### src/rtl/core/tms_pkg.sv
package tms_pkg;

    localparam int unsigned VIEW_TILES_WIDE_DEF = 20;
    localparam int unsigned VIEW_TILES_HIGH_DEF = 18;

    localparam int unsigned TILE_SHIFT = 3;  // 8 pixels per tile

    localparam logic [7:0] MAP_WIDTH_RESET  = 8'd20;
    localparam logic [7:0] MAP_HEIGHT_RESET = 8'd18;

    // configuration register indexes
    localparam logic [7:0] CFG_MAP_WIDTH  = 8'd0;
    localparam logic [7:0] CFG_MAP_HEIGHT = 8'd1;

    // result item kinds
    localparam logic [1:0] KIND_FRAME = 2'd0;
    localparam logic [1:0] KIND_ROW   = 2'd1;
    localparam logic [1:0] KIND_COL   = 2'd2;

    // slots of one frame's packet, in output order
    localparam int unsigned SLOT_ROW   = 0;
    localparam int unsigned SLOT_COL   = 1;
    localparam int unsigned SLOT_FRAME = 2;

    typedef struct packed {
        logic [1:0]  item_kind;
        logic [7:0]  load_tile_x;
        logic [7:0]  load_tile_y;
        logic [4:0]  load_width;
        logic [4:0]  load_height;
        logic [10:0] scroll_x;
        logic [10:0] scroll_y;
        logic        last_item;
    } item_t;

    typedef struct packed {
        logic [2:0]       valid;
        item_t [2:0]      items;
    } packet_t;

    // tiles left from start to the map edge, capped, cut to the 5-bit field
    function automatic logic [4:0] span(logic [7:0] map_tiles, logic [7:0] start,
                                        logic [5:0] cap);
        logic [7:0] left;
        logic [7:0] res;
        left = (start < map_tiles) ? (map_tiles - start) : 8'd0;
        res  = (left < {2'b00, cap}) ? left : {2'b00, cap};
        return res[4:0];
    endfunction

endpackage

### src/rtl/core/tile_map_scroll_streamer_unit.sv
// channel   | direction | word                                  | accepted when
// s_axis    | in        | tdata[3:0] up, down, left, right      | s_axis_tvalid & s_axis_tready
// m_axis    | out       | tdata load/scroll, tuser kind, tlast  | m_axis_tvalid & m_axis_tready
// cfg       | in        | cfg_index, cfg_data                   | cfg_valid & cfg_ready
//
// A frame word turns into one to three result words, sent one per cycle
// from a packet register while m_axis_tready is high.
// A new frame word is taken in the cycle its predecessor's last word leaves.
// Reset loads the map size registers with 20 x 18 and homes the camera.
// cfg_ready is always high; write only while no frame is in flight.
module tile_map_scroll_streamer_unit #(
    parameter int unsigned VIEW_TILES_WIDE = tms_pkg::VIEW_TILES_WIDE_DEF,
    parameter int unsigned VIEW_TILES_HIGH = tms_pkg::VIEW_TILES_HIGH_DEF
) (
    input  logic        clk,
    input  logic        rst_n,
    input  logic        s_axis_tvalid,
    output logic        s_axis_tready,
    input  logic [7:0]  s_axis_tdata,   // press_up, press_down, press_left, press_right, pad
    output logic        m_axis_tvalid,
    input  logic        m_axis_tready,
    // load_tile_x, load_tile_y, load_width, load_height, scroll_x, scroll_y
    output logic [47:0] m_axis_tdata,
    output logic [1:0]  m_axis_tuser,   // item_kind
    output logic        m_axis_tlast,   // last_item
    input  logic        cfg_valid,
    output logic        cfg_ready,
    input  logic [7:0]  cfg_index,
    input  logic [7:0]  cfg_data
);

    tms_pkg::packet_t packet;
    tms_pkg::item_t   item;
    logic             take;
    logic             space;

    assign s_axis_tready = space;
    assign take          = s_axis_tvalid && space;
    assign cfg_ready     = 1'b1;

    tms_step #(
        .VIEW_TILES_WIDE(VIEW_TILES_WIDE),
        .VIEW_TILES_HIGH(VIEW_TILES_HIGH)
    ) u_step (
        .clk      (clk),
        .rst_n    (rst_n),
        .take     (take),
        .press    (s_axis_tdata[3:0]),
        .cfg_we   (cfg_valid),
        .cfg_index(cfg_index),
        .cfg_data (cfg_data),
        .packet   (packet)
    );

    tms_out u_out (
        .clk      (clk),
        .rst_n    (rst_n),
        .load     (take),
        .packet   (packet),
        .space    (space),
        .out_valid(m_axis_tvalid),
        .out_ready(m_axis_tready),
        .out_item (item)
    );

    assign m_axis_tdata = {item.scroll_y, item.scroll_x, item.load_height, item.load_width,
                           item.load_tile_y, item.load_tile_x};
    assign m_axis_tuser = item.item_kind;
    assign m_axis_tlast = item.last_item;

endmodule

### src/rtl/core/tms_step.sv
module tms_step #(
    parameter int unsigned VIEW_TILES_WIDE = tms_pkg::VIEW_TILES_WIDE_DEF,
    parameter int unsigned VIEW_TILES_HIGH = tms_pkg::VIEW_TILES_HIGH_DEF
) (
    input  logic             clk,
    input  logic             rst_n,
    input  logic             take,
    input  logic [3:0]       press,
    input  logic             cfg_we,
    input  logic [7:0]       cfg_index,
    input  logic [7:0]       cfg_data,
    output tms_pkg::packet_t packet
);

    localparam logic [7:0] VW8     = 8'(VIEW_TILES_WIDE);
    localparam logic [7:0] VH8     = 8'(VIEW_TILES_HIGH);
    localparam logic [8:0] VW9     = 9'(VIEW_TILES_WIDE);
    localparam logic [8:0] VH9     = 9'(VIEW_TILES_HIGH);
    localparam logic [5:0] CAP_W   = 6'(VIEW_TILES_WIDE + 1);
    localparam logic [5:0] CAP_H   = 6'(VIEW_TILES_HIGH + 1);

    logic [7:0]  map_w_reg, map_h_reg;
    logic [10:0] cam_x_reg, cam_y_reg, prev_cam_x_reg, prev_cam_y_reg;
    logic [7:0]  tile_col_reg, prev_col_reg, prev_row_reg;

    logic        up, down, left, right;
    logic [10:0] lim_x, lim_y;
    logic [10:0] cam_x_next, cam_y_next;
    logic        move_x, move_y, moved;
    logic [7:0]  row_new, col_new;
    logic        row_chg, col_chg, row_emit, col_emit;
    logic        row_back, col_back;

    assign up    = press[0];
    assign down  = press[1];
    assign left  = press[2];
    assign right = press[3];

    assign lim_x = (map_w_reg > VW8) ? {map_w_reg - VW8, 3'b000} : 11'd0;
    assign lim_y = (map_h_reg > VH8) ? {map_h_reg - VH8, 3'b000} : 11'd0;

    always_comb
    begin
        cam_y_next = cam_y_reg;
        move_y     = 1'b0;
        if (up)
        begin
            if (cam_y_reg != 11'd0)
            begin
                cam_y_next = cam_y_reg - 11'd1;
                move_y     = 1'b1;
            end
        end
        else if (down)
        begin
            if (cam_y_reg < lim_y)
            begin
                cam_y_next = cam_y_reg + 11'd1;
                move_y     = 1'b1;
            end
        end
        cam_x_next = cam_x_reg;
        move_x     = 1'b0;
        if (left)
        begin
            if (cam_x_reg != 11'd0)
            begin
                cam_x_next = cam_x_reg - 11'd1;
                move_x     = 1'b1;
            end
        end
        else if (right)
        begin
            if (cam_x_reg < lim_x)
            begin
                cam_x_next = cam_x_reg + 11'd1;
                move_x     = 1'b1;
            end
        end
    end

    assign moved   = move_x | move_y;
    assign row_new = cam_y_next[10:tms_pkg::TILE_SHIFT];
    assign col_new = cam_x_next[10:tms_pkg::TILE_SHIFT];
    assign row_chg = moved && (row_new != prev_row_reg);
    assign col_chg = moved && (col_new != prev_col_reg);
    assign row_back = cam_y_next < prev_cam_y_reg;
    assign col_back = cam_x_next < prev_cam_x_reg;
    assign row_emit = row_chg && (row_back || ({1'b0, map_h_reg} > ({1'b0, row_new} + VH9)));
    assign col_emit = col_chg && (col_back || ({1'b0, map_w_reg} > ({1'b0, col_new} + VW9)));

    always_comb
    begin
        packet = '0;
        packet.valid[tms_pkg::SLOT_ROW]   = row_emit;
        packet.valid[tms_pkg::SLOT_COL]   = col_emit;
        packet.valid[tms_pkg::SLOT_FRAME] = 1'b1;

        // row load spans from the column held before this frame
        packet.items[tms_pkg::SLOT_ROW].item_kind   = tms_pkg::KIND_ROW;
        packet.items[tms_pkg::SLOT_ROW].load_tile_x = tile_col_reg;
        packet.items[tms_pkg::SLOT_ROW].load_tile_y = row_back ? row_new : row_new + VH8;
        packet.items[tms_pkg::SLOT_ROW].load_width  =
            tms_pkg::span(map_w_reg, tile_col_reg, CAP_W);
        packet.items[tms_pkg::SLOT_ROW].load_height = 5'd1;
        packet.items[tms_pkg::SLOT_ROW].scroll_x    = cam_x_next;
        packet.items[tms_pkg::SLOT_ROW].scroll_y    = cam_y_next;

        packet.items[tms_pkg::SLOT_COL].item_kind   = tms_pkg::KIND_COL;
        packet.items[tms_pkg::SLOT_COL].load_tile_x = col_back ? col_new : col_new + VW8;
        packet.items[tms_pkg::SLOT_COL].load_tile_y = row_new;
        packet.items[tms_pkg::SLOT_COL].load_width  = 5'd1;
        packet.items[tms_pkg::SLOT_COL].load_height =
            tms_pkg::span(map_h_reg, row_new, CAP_H);
        packet.items[tms_pkg::SLOT_COL].scroll_x    = cam_x_next;
        packet.items[tms_pkg::SLOT_COL].scroll_y    = cam_y_next;

        packet.items[tms_pkg::SLOT_FRAME].item_kind = tms_pkg::KIND_FRAME;
        packet.items[tms_pkg::SLOT_FRAME].scroll_x  = cam_x_next;
        packet.items[tms_pkg::SLOT_FRAME].scroll_y  = cam_y_next;
        packet.items[tms_pkg::SLOT_FRAME].last_item = 1'b1;
    end

    always_ff @(posedge clk or negedge rst_n)
    begin
        if (!rst_n)
        begin
            map_w_reg      <= tms_pkg::MAP_WIDTH_RESET;
            map_h_reg      <= tms_pkg::MAP_HEIGHT_RESET;
            cam_x_reg      <= '0;
            cam_y_reg      <= '0;
            prev_cam_x_reg <= '0;
            prev_cam_y_reg <= '0;
            tile_col_reg   <= '0;
            prev_col_reg   <= 8'hFF;
            prev_row_reg   <= 8'hFF;
        end
        else
        begin
            if (cfg_we)
            begin
                case (cfg_index)
                    tms_pkg::CFG_MAP_WIDTH:  map_w_reg <= cfg_data;
                    tms_pkg::CFG_MAP_HEIGHT: map_h_reg <= cfg_data;
                    default: ;
                endcase
            end
            if (take)
            begin
                cam_x_reg <= cam_x_next;
                cam_y_reg <= cam_y_next;
                if (moved)
                begin
                    tile_col_reg   <= col_new;
                    prev_cam_x_reg <= cam_x_next;
                    prev_cam_y_reg <= cam_y_next;
                end
                if (row_chg)
                    prev_row_reg <= row_new;
                if (col_chg)
                    prev_col_reg <= col_new;
            end
        end
    end

endmodule

### src/rtl/core/tms_out.sv
module tms_out (
    input  logic             clk,
    input  logic             rst_n,
    input  logic             load,
    input  tms_pkg::packet_t packet,
    output logic             space,
    output logic             out_valid,
    input  logic             out_ready,
    output tms_pkg::item_t   out_item
);

    logic [2:0]            valid_reg;
    tms_pkg::item_t [2:0]  items_reg;
    logic [2:0]            cur;
    logic [2:0]            rest;
    logic                  fire;

    // lowest pending slot goes first
    assign cur       = valid_reg & (~valid_reg + 3'd1);
    assign rest      = valid_reg & ~cur;
    assign out_valid = |valid_reg;
    assign fire      = out_valid && out_ready;
    assign space     = !out_valid || (fire && (rest == 3'b000));

    always_comb
    begin
        case (cur)
            3'b001:  out_item = items_reg[tms_pkg::SLOT_ROW];
            3'b010:  out_item = items_reg[tms_pkg::SLOT_COL];
            default: out_item = items_reg[tms_pkg::SLOT_FRAME];
        endcase
    end

    always_ff @(posedge clk or negedge rst_n)
    begin
        if (!rst_n)
            valid_reg <= '0;
        else if (load)
            valid_reg <= packet.valid;
        else if (fire)
            valid_reg <= rest;
    end

    always_ff @(posedge clk)
    begin
        if (load)
            items_reg <= packet.items;
    end

endmodule

### config.mk
export PLATFORM = sky130hd
export DESIGN_NAME = tile_map_scroll_streamer_unit
export DESIGN_NICKNAME = d
export VERILOG_FILES = /design/src/rtl/core/tms_pkg.sv /design/src/rtl/core/tile_map_scroll_streamer_unit.sv /design/src/rtl/core/tms_step.sv /design/src/rtl/core/tms_out.sv
export SDC_FILE = /design/constraint.sdc
export NUM_CORES = 1
export LEC_CHECK = 0
export ABC_AREA = 1
export BUFFER_PORTS_ARGS = -buffer_cell sky130_fd_sc_hd__buf_2
export CORE_AREA = 2 2 230 232
export CTS_BUF_LIST = sky130_fd_sc_hd__clkbuf_4 sky130_fd_sc_hd__clkbuf_8
export CTS_CLUSTER_SIZE = 40
export DETAILED_ROUTE_END_ITERATION = 7
export DIE_AREA = 0 0 232 234
export SYNTH_ARGS = -nofsm -noshare
export SYNTH_HDL_FRONTEND = slang
export SYNTH_HIERARCHICAL = 1
export SYNTH_SLANG_ARGS = --single-unit
### constraint.sdc
create_clock -name clk -period 7.2 [get_ports clk]
set_clock_uncertainty 0.05 [all_clocks]
set_input_delay 0.36 -clock clk [delete_from_list [all_inputs] [get_ports clk]]
set_output_delay 0.36 -clock clk [all_outputs]
set_load 0.01 [all_outputs]
# ---- Word-level counts from Yosys, hierarchy flattened
# Cells that the tools add are included.
dict set report word_totals {
  register_bits 151
  input_bits 29
  elab_cells 100
  output_inout_bits 54
}
dict set report op_classes {
  n_addsub 13
  n_eq_ne 5
  reduce_logical 22
  muxes 25
  n_bitwise 5
  n_lt_le_gt_ge 12
}
# cell n
set ops {}
lappend ops {{$mux 11} 10}
lappend ops {{$pmux 51 s2} 1}
lappend ops {{$lt 11x11->1} 4}
lappend ops {{$mux 8} 4}
lappend ops {{$add 11x1->11 const B} 2}
lappend ops {{$reduce_bool 11->1} 2}
lappend ops {{$sub 11x1->11 const B} 2}
lappend ops {{$add 8x5->9 const B} 2}
lappend ops {{$gt 8x9->1} 2}
lappend ops {{$add 8x5->8 const B} 2}
lappend ops {{$gt 8x5->1 const B} 2}
lappend ops {{$lt 8x5->1 const B} 2}
lappend ops {{$lt 8x8->1} 2}
lappend ops {{$ne 8x8->1} 2}
lappend ops {{$sub 8x5->8 const B} 2}
lappend ops {{$sub 8x8->8} 2}
lappend ops {{$reduce_and 2->1} 5}
lappend ops {{$eq 8x1->1 const B} 1}
lappend ops {{$logic_not 8->1} 1}
lappend ops {{$mux 1} 8}
lappend ops {{$logic_and 1x1->1} 7}
lappend ops {{$and 3x3->3} 2}
lappend ops {{$mux 3} 2}
lappend ops {{$not 3->3} 2}
lappend ops {{9 further kinds} 11}

# ---- Depth between registers and ports, before layout
# Gate-level depths: netlist of run 1.
dict set report logic_depth {
  word_depth 11
  mapped_depth 40
  mapped_depth_nobuf 40
}

# ---- By module
# Netlist of run 1, hierarchy kept.
# mod seq_area_each_um2 instances cells_each area_each_um2
set modules_own_cells {}
lappend modules_own_cells {tms_step 1926.8 1 1154 7948.9}
lappend modules_own_cells {tms_out 4669.5 1 400 5885.6}
lappend modules_own_cells {tile_map_scroll_streamer_unit 0.0 1 4 18.8}

# ---- Least setup slack after synthesis of run 1
# No wires, ideal clock.
dict set report synth_path {
  path_type {register to register}
  from {register u_out.valid_reg[0]}
  to {register u_step.prev_row_reg[1]}
  path_stages_with_launch 12
  n_path_buf 2
  t_required_ps 7088
  period_less_slack_ps 5544
  setup_ps 62
  path_slack_ps 1656
  t_arrival_ps 5432
  path_cell_list {dfrtp_1 > buf_6 > nor2_8 > nand2_1 > a21oi_1 > nand2_1 > inv_1 > nand2_1 > inv_2 > buf_2 > nand3_1 > nand2_1}
}
dict set report synth_between {
  word_cells_on_any_way 13
  classes_between {add/sub (1); bitwise (4); reduce/logical (8)}
}
# item line_no
set synth_rtl {}
lappend synth_rtl {{start: declaration} tms_out.sv:12} ;# logic [2:0] valid_reg;
lappend synth_rtl {{start signal: assignment} tms_out.sv:39} ;# valid_reg <= packet.valid;
lappend synth_rtl {{start signal: assignment} tms_out.sv:41} ;# valid_reg <= rest;
lappend synth_rtl {{$reduce_or 3->1 (*)} tms_out.sv:21} ;# assign out_valid = |valid_reg;
lappend synth_rtl {{net m_axis_tvalid} tile_map_scroll_streamer_unit.sv:20} ;# output logic m_axis_tvalid,
lappend synth_rtl {{$logic_and 1x1->1} tms_out.sv:22} ;# assign fire = out_valid && out_ready;
lappend synth_rtl {{$logic_and 1x1->1} tms_out.sv:23} ;# assign space = !out_valid || (fire && (rest == 3'b000));
lappend synth_rtl {{$logic_or 1x1->1 (*)} tms_out.sv:23}
lappend synth_rtl {{net s_axis_tready} tile_map_scroll_streamer_unit.sv:18} ;# output logic s_axis_tready,
lappend synth_rtl {{$logic_and 1x1->1 (*)} tile_map_scroll_streamer_unit.sv:38} ;# assign take = s_axis_tvalid && space;
lappend synth_rtl {{net take} tile_map_scroll_streamer_unit.sv:34} ;# logic take;
lappend synth_rtl {{$reduce_and 2->1 (no source line) (*)} --}
lappend synth_rtl {{end signal: assignment} tms_step.sv:159} ;# prev_row_reg <= row_new;
lappend synth_rtl {{end: declaration} tms_step.sv:24} ;# logic [7:0] tile_col_reg, prev_col_reg, prev_row_reg;
# The timed path passes the listed nets; every way through them passes the cells marked *.
# A chain may end at the register's enable or synchronous reset.

==> impl_results.md, run 1 <==
- CTS tree: yes
- Worst skew pair latency: 0.55 ns
- H-tree depth: 2
- Final setup fails: 0
- Fin crit period: 5.46 ns
- Top Ports: 83
- Syn Inst Count: 1558
- Req. time, crit path: 7.62 ns
- Synth Cell Area: 13900 um^2
- Setup Fix Bufs, Post-CTS: 0
- P&R area growth vs syn: 8.52%
- CP Class: reg -> reg
- Total number of vias: 10100
- CP max-delay cell: dfstp_2
- Critical path's top delay family: simple AND/OR/NAND/NOR gates
- Maximum operating frequency: 0.183 GHz
- Vias in the first global route: 9515
- Register area share after synthesis: 0.476
- ANT cells: 0
- CTS clk-pin slew, worst paths: 0.06 ns
- Grt total ovfl: 0
- Core area: 52000 um^2
- DIE WIDTH: 232 um
- WL met2: 16000 um
- Least-Margin Pin Slew: 1.04 ns
- Die H: 234 um
- DR WL/cell: 14.0 um
- Worst Setup End Kind: flop
- DRT iter0 DRCs: 546
- Synth top area share: 0.332
- CTS Buf Count: 40
- Share of cells above drive strength 1: 0.164
- Root buffer cell: clkbuf_8
- FP Rows: 84
- FF+latch count, synth: 232
- TritonRoute pass-1 iters: 5
- RD Place Congestion: 0.900
- Synth cell types: 60
- Routed Antenna Nets: 0
- Max_slew headroom: 0.308
- Die area: 54300 um^2
- PortBufs: 77
- Post-route DRC: 0
- Synth area leader: edfxtp_1
- Hold Crit Class: in -> reg
- Clk sink count: 232
- Largest net degree at the start of global routing: 82
- Initial antenna violation count: 2
- Setup tns final: 0 ns
- GRT Total Usage: 0.117
- Mean area per synthesized cell: 8.89 um^2
- Critical path startpoint category: flop
- DP Area: 14200 um^2
- Crit-path max FO: 13
- Met3 Wirelength: 1720 um
- Maximum buffer depth of the clock tree: 3
- Fin area: 15000 um^2
- First-pass GRT wire length: 50300 um
- Synth area leaders: edfxtp_1 (33%), nand2_1 (13%), dfrtp_1 (11%)
- Max VDD drop: 0.000144 V
- Fill count: 5516
- Fin. Hold Viols: 0
- P_leak: 6.69 nW
- Aggregate routed wire length: 32200 um
- Max reg flops: 153
- Initial Utilization: 0.266
- Slew Limit Fails: 0
- RSZ-0062 raised after global routing: false
- CP dominant cell by count: nand2_1
- Final Cycle Share: 0.759
- Status: finished, final reports clean
- MaxCap Viol Count: 0
- Max incr delay on CP: 0.58 ns
- CP arrival: 5.88 ns
- HPWL after detailed placement: 23000 um
- Crit path buf inv count: 2
- Metal1 wirelength: 13700 um
- DR top layer: met5
- Power Density: 431 nW/um^2
- Tot Pwr: 0.00648 W
- Nets: 1687
- Vias per cell: 4.37
- Hold slack: 0.0737 ns
- Syn. warnings: 6
- Final core utilization: 0.289
==> cells by family (layout without fill, tap and decap cells) <==
family	count (synthesis)	count (layout)	share of synthesized area
adders and majority gates	76	76	0.0697
AOI/OAI and AO/OA	169	169	0.0665
buffers and inverters	310	322	0.126
xor gates and xnor gates	21	21	0.0149
and+or+nand+nor	747	747	0.246
other	3	47	0.000813
DFF	232	232	0.476
==> through the flow <==
step | setup slack [ns] | cells
floorplan | 1.66 | 1602
global placement | 1.85 | 2227
detailed placement | 1.84 | 2227
CTS | 1.80 | 2302
global route | 1.16 | 2302
finish | 1.74 | 2302
==> worst min-delay path, stage by stage <==
cell,delay (ns)
buf_2,0.11
nand3_1,0.08
nand3_1,0.07
==> where the power goes <==
part           total (W)  switching (W)  leakage (nW)  internal, W
Combinational    0.00297        0.00203          3.79     0.000940
Clock            0.00123       0.000530         0.442     0.000698
Sequential       0.00228       0.000220          2.45      0.00206
==> synth_stat cells, drive strengths merged <==
cell / n
nor3: 9
or3: 1
a21o: 3
inv: 162
conb: 3
or2: 3
and2: 1
nor4: 6
a31o: 1
edfxtp: 153
xnor2: 1
a2111oi: 2
nand3b: 8
a31oi: 4
xor2: 20
nand4: 16
o21bai: 2
nand2: 495
fa: 2
buf: 129
o21a: 1
dfstp: 20
a21oi: 45
dfrtp: 59
clkbuf: 17
o211ai: 3
and3: 1
or4: 1
o31ai: 3
o22ai: 1
ha: 74
nand3: 136
a21boi: 1
a211oi: 1
a41oi: 1
o21ai: 101
clkinv: 2
nor2: 70
==> cells in the final DEF (no fill, tap or decap), types with 8 or more instances in the layout <==
cell / synthesis / final
nand2_1: 465 / 465
dfstp_2: 20 / 20
nand3_2: 20 / 20
dfrtp_1: 59 / 58
a21oi_1: 44 / 44
o21ai_0: 84 / 84
nand3_1: 116 / 116
inv_2: 16 / 16
conb_1: 3 / 47
o21ai_1: 16 / 16
ha_1: 74 / 74
xor2_1: 17 / 17
inv_1: 145 / 144
nand4_1: 16 / 16
nand2_2: 15 / 15
nor2_1: 59 / 59
nand3b_1: 8 / 8
nor2_2: 8 / 8
nand2_4: 14 / 14
buf_2: 5 / 76
edfxtp_1: 153 / 153
nor3_1: 8 / 8
clkbuf_8: 8 / 46
clkbuf_4: 1 / 15
==> repair_timing <==
action | 4_1_cts | 5_1_grt
resized for setup | 0 | 0
hold buffers | 1 | 0
hold endpoints to repair | 3 | 0
==> area by class of cell <==
cell class	instances	area, um^2	share of cell area
Clock inverter	13	88.8	0.00591
Clock buffer	61	746	0.0496
Inverter	164	623	0.0414
Multi-Input combinational cell	1060	5670	0.377
Tap cell	688	861	0.0573
Sequential cell	232	6600	0.439
Timing Repair Buffer	84	443	0.0295
==> per-layer routing <==
| metal | vias to the layer above | global-route usage |
|---|---|---|
| met5 | - | 0 |
| met4 | 4 | 0.0361 |
| met3 | 54 | 0.0235 |
| met2 | 214 | 0.208 |
| met1 | 4733 | 0.143 |
| li1 | 5048 | - |
==> final timing paths <==
kind	start	end	slack, ns	depth (start not counted)
max reg2reg	u_step/map_w_reg[2]$_DFFE_PN1P_	u_out/valid_reg[1]$_DFFE_PN0P_	1.74	28
max in group asynchronous	rst_n	u_out/valid_reg[0]$_DFFE_PN0P_	5.71	3
min reg2reg	u_step/prev_cam_x_reg[5]$_DFFE_PN0P_	u_out/items_reg[43]$_DFFE_PP_	0.40	0
max	u_step/map_w_reg[2]$_DFFE_PN1P_	u_out/valid_reg[1]$_DFFE_PN0P_	1.74	28
min	m_axis_tready	u_out/valid_reg[2]$_DFFE_PN0P_	0.07	3
min in group asynchronous	rst_n	u_step/prev_cam_y_reg[2]$_DFFE_PN0P_	0.14	2
(Power assumes the default switching activity.)
==> run 2: changes to the inputs <==
==> constraint.sdc (replaced) <==
create_clock -name clk -period 5.1 [get_ports clk]
set_clock_uncertainty 0.05 [all_clocks]
set_input_delay 0.255 -clock clk [delete_from_list [all_inputs] [get_ports clk]]
set_output_delay 0.255 -clock clk [all_outputs]
set_load 0.01 [all_outputs]
==> run 2 against run 1 <==
Compared with the run above:
- count of clock-buffer cells in the layout grew 1
- cell area grew 4.8%
- non-clock buffer count rose by 50
- utilization is 1.4 points higher
- cell count rose by 2.3%
- highest routed layer unchanged
- sequential cell count unchanged
==> impl_results.md, run 2 (synthesis results as in run 1) <==
- Maximum operating frequency: 0.205 GHz (was 0.183 GHz)
- Hold Crit Class: in -> reg (unchanged)
- Grt total ovfl: 0 (unchanged)
- Least-Margin Pin Slew: 1.07 ns (was 1.04 ns)
- Max VDD drop: 0.000197 V (was 0.000144 V)
- Initial Utilization: 0.266 (unchanged)
- WL met2: 16100 um (was 16000 um)
- CP dominant cell by count: nand2_1 (unchanged)
- Pre-CTS WS: 0.00507 ns (was 1.84 ns)
- MaxCap Viol Count: 0 (unchanged)
- P&R area growth vs syn: 13.7% (was 8.52%)
- Vias per cell: 4.34 (was 4.37)
- Commonest non-fill, non-tap cell in the layout: nand2_1 (unchanged)
- Status: finished, final reports clean (unchanged)
- Final setup fails: 0 (unchanged)
- Worst Setup End Kind: flop (unchanged)
- CP max-delay cell: dfstp_2 (unchanged)
- Largest net degree at the start of global routing: 80 (was 82)
- Maximum buffer depth of the clock tree: 3 (unchanged)
- HPWL after detailed placement: 23800 um (was 23000 um)
- Aggregate routed wire length: 33300 um (was 32200 um)
- Met3 Wirelength: 1610 um (was 1720 um)
- Crit-path max FO: 9 (was 13)
- Worst setup margin: 0.233 ns (was 1.74 ns)
- Initial antenna violation count: 2 (unchanged)
- Req. time, crit path: 5.34 ns (was 7.62 ns)
- Metal1 wirelength: 14700 um (was 13700 um)
- First-pass GRT wire length: 52400 um (was 50300 um)
- Worst skew pair latency: 0.56 ns (was 0.55 ns)
- Clk sink count: 232 (unchanged)
- Vias in the first global route: 9898 (was 9515)
- DRT iter0 DRCs: 609 (was 546)
- Most frequent cells in the layout: nand2_1 (457), edfxtp_1 (153), inv_1 (140), nand3_1 (113), o21ai_0 (80) (was nand2_1 (465), edfxtp_1 (153), inv_1 (144), nand3_1 (116), o21ai_0 (84))
- Max_slew headroom: 0.285 (was 0.308)
- DR top layer: met5 (unchanged)
- DR WL/cell: 14.1 um (was 14.0 um)
- Slew Limit Fails: 0 (unchanged)
- Fill count: 5474 (was 5516)
- ANT cells: 0 (unchanged)
- CTS tree: yes (unchanged)
- Nets: 1739 (was 1687)
- Fin crit period: 4.87 ns (was 5.46 ns)
- Power Density: 620 nW/um^2 (was 431 nW/um^2)
- CP Class: reg -> reg (unchanged)
- H-tree depth: 2 (unchanged)
- P_leak: 7.01 nW (was 6.69 nW)
- CTS clk-pin slew, worst paths: 0.07 ns (was 0.06 ns)
- TritonRoute pass-1 iters: 5 (unchanged)
- RSZ-0062 raised after global routing: true (was false)
- DIE WIDTH: 232 um (unchanged)
- Share of cells above drive strength 1: 0.207 (was 0.164)
- Top Ports: 83 (unchanged)
- Total number of vias: 10200 (was 10100)
- GRT Total Usage: 0.122 (was 0.117)
- Core area: 52000 um^2 (unchanged)
- Fin. Hold Viols: 0 (unchanged)
- Post-route DRC: 0 (unchanged)
- Max reg flops: 153 (unchanged)
- RD Place Congestion: 0.890 (was 0.900)
- Critical path startpoint category: flop (unchanged)
- PortBufs: 77 (unchanged)
- CP arrival: 5.11 ns (was 5.88 ns)
- Root buffer cell: clkbuf_8 (unchanged)
- Final Cycle Share: 0.954 (was 0.759)
- FP Rows: 84 (unchanged)
- Routed Antenna Nets: 0 (unchanged)
- Max incr delay on CP: 0.61 ns (was 0.58 ns)
- Tot Pwr: 0.00977 W (was 0.00648 W)
- Die area: 54300 um^2 (unchanged)
- CTS Buf Count: 42 (was 40)
- Die H: 234 um (unchanged)
==> run 2: cell types whose count changed in the layout (fill, tap and decap cells not counted), moves of 4 or more <==
cell / previous run / this run
clkbuf_4: 15 / 7
buf_4: 7 / 49
clkbuf_8: 46 / 55
ha_1: 74 / 68
dlygate4sd3_1: 1 / 6
ha_4: 0 / 4
o21ai_0: 84 / 80
nand2_1: 465 / 457
inv_2: 16 / 20
nand2_2: 15 / 22
inv_1: 144 / 140
==> run 2: worst paths after layout <==
| check | start | to | slack, ns | cells after the start |
|---|---|---|---|---|
| hold reg to reg | u_step/prev_cam_x_reg[6]$_DFFE_PN0P_ | u_out/items_reg[44]$_DFFE_PP_ | 0.40 | 0 |
| setup reg to reg | u_step/map_h_reg[1]$_DFFE_PN1P_ | u_out/items_reg[76]$_DFFE_PP_ | 0.23 | 38 |
| max in group asynchronous | rst_n | u_step/map_h_reg[2]$_DFFE_PN0P_ | 3.81 | 2 |
| setup / recovery | u_step/map_h_reg[1]$_DFFE_PN1P_ | u_out/items_reg[76]$_DFFE_PP_ | 0.23 | 38 |
| hold / removal | cfg_data[2] | u_step/map_w_reg[2]$_DFFE_PN1P_ | 0.03 | 3 |
| min in group asynchronous | rst_n | u_step/cam_y_reg[9]$_DFFE_PN0P_ | 0.42 | 2 |
==> run 2: power breakdown <==
part / internal [W] / total [W] / switching, W / leakage (nW)
sequential: 0.00290 / 0.00323 / 0.000325 / 2.45
clock: 0.00118 / 0.00197 / 0.000797 / 0.509
combinational: 0.00158 / 0.00457 / 0.00299 / 4.05
total: 0.00566 / 0.00977 / 0.00411 / 7.01
==> run 2: per-stage QoR <==
step	setup TNS [ns]	utilization	hold slack, ns	instance area, um^2	cells
detailed placement	0	0.277	0.392	14400	2256
finish	0	0.303	0.0332	15700	2356
CTS	0	0.297	0.00697	15500	2340
global route	-0.288	0.303	0.0378	15700	2356
floorplan	0	-	-0.0906	14000	1602
global placement	0	0.277	0.386	14400	2256
==> run 2: metal layers <==
metal | vias up | track usage
li1 | 5146 | -
met1 | 4754 | 0.157
met4 | 2 | 0.0407
met5 | - | 0
met3 | 67 | 0.0203
met2 | 261 | 0.207
==> run 2: final cells by class <==
| class | instances | area [um^2] | area share |
|---|---|---|---|
| flip-flops and latches | 232 | 6600 | 0.419 |
| multi-input cells | 1060 | 5840 | 0.371 |
| well taps | 688 | 861 | 0.0547 |
| repair buffers | 134 | 860 | 0.0546 |
| clock buffers | 62 | 810 | 0.0514 |
| inverters | 164 | 622 | 0.0395 |
| clock inverters | 16 | 160 | 0.0102 |
==> run 2: what timing repair did <==
| item | CTS | global route |
|---|---|---|
| pin swaps | 0 | 18 |
| gates resized for setup | 1 | 41 |
| setup endpoints to repair | 1 | 20 |
| hold buffers | 6 | 0 |
| buffers inserted | 0 | 16 |
| hold endpoints to repair | 68 | 0 |
| cloned | 0 | 0 |
==> run 2: worst max-delay path, delay by kind of cell, from the launching register on <==
kind | cells | cell delay [ns]
DFF | 1 | 0.61
buffers and inverters | 8 | 0.62
and+or+nand+nor | 22 | 1.91
xor gates and xnor gates | 1 | 0.13
AOI/OAI and AO/OA | 4 | 0.54
adders and majority gates | 3 | 0.76
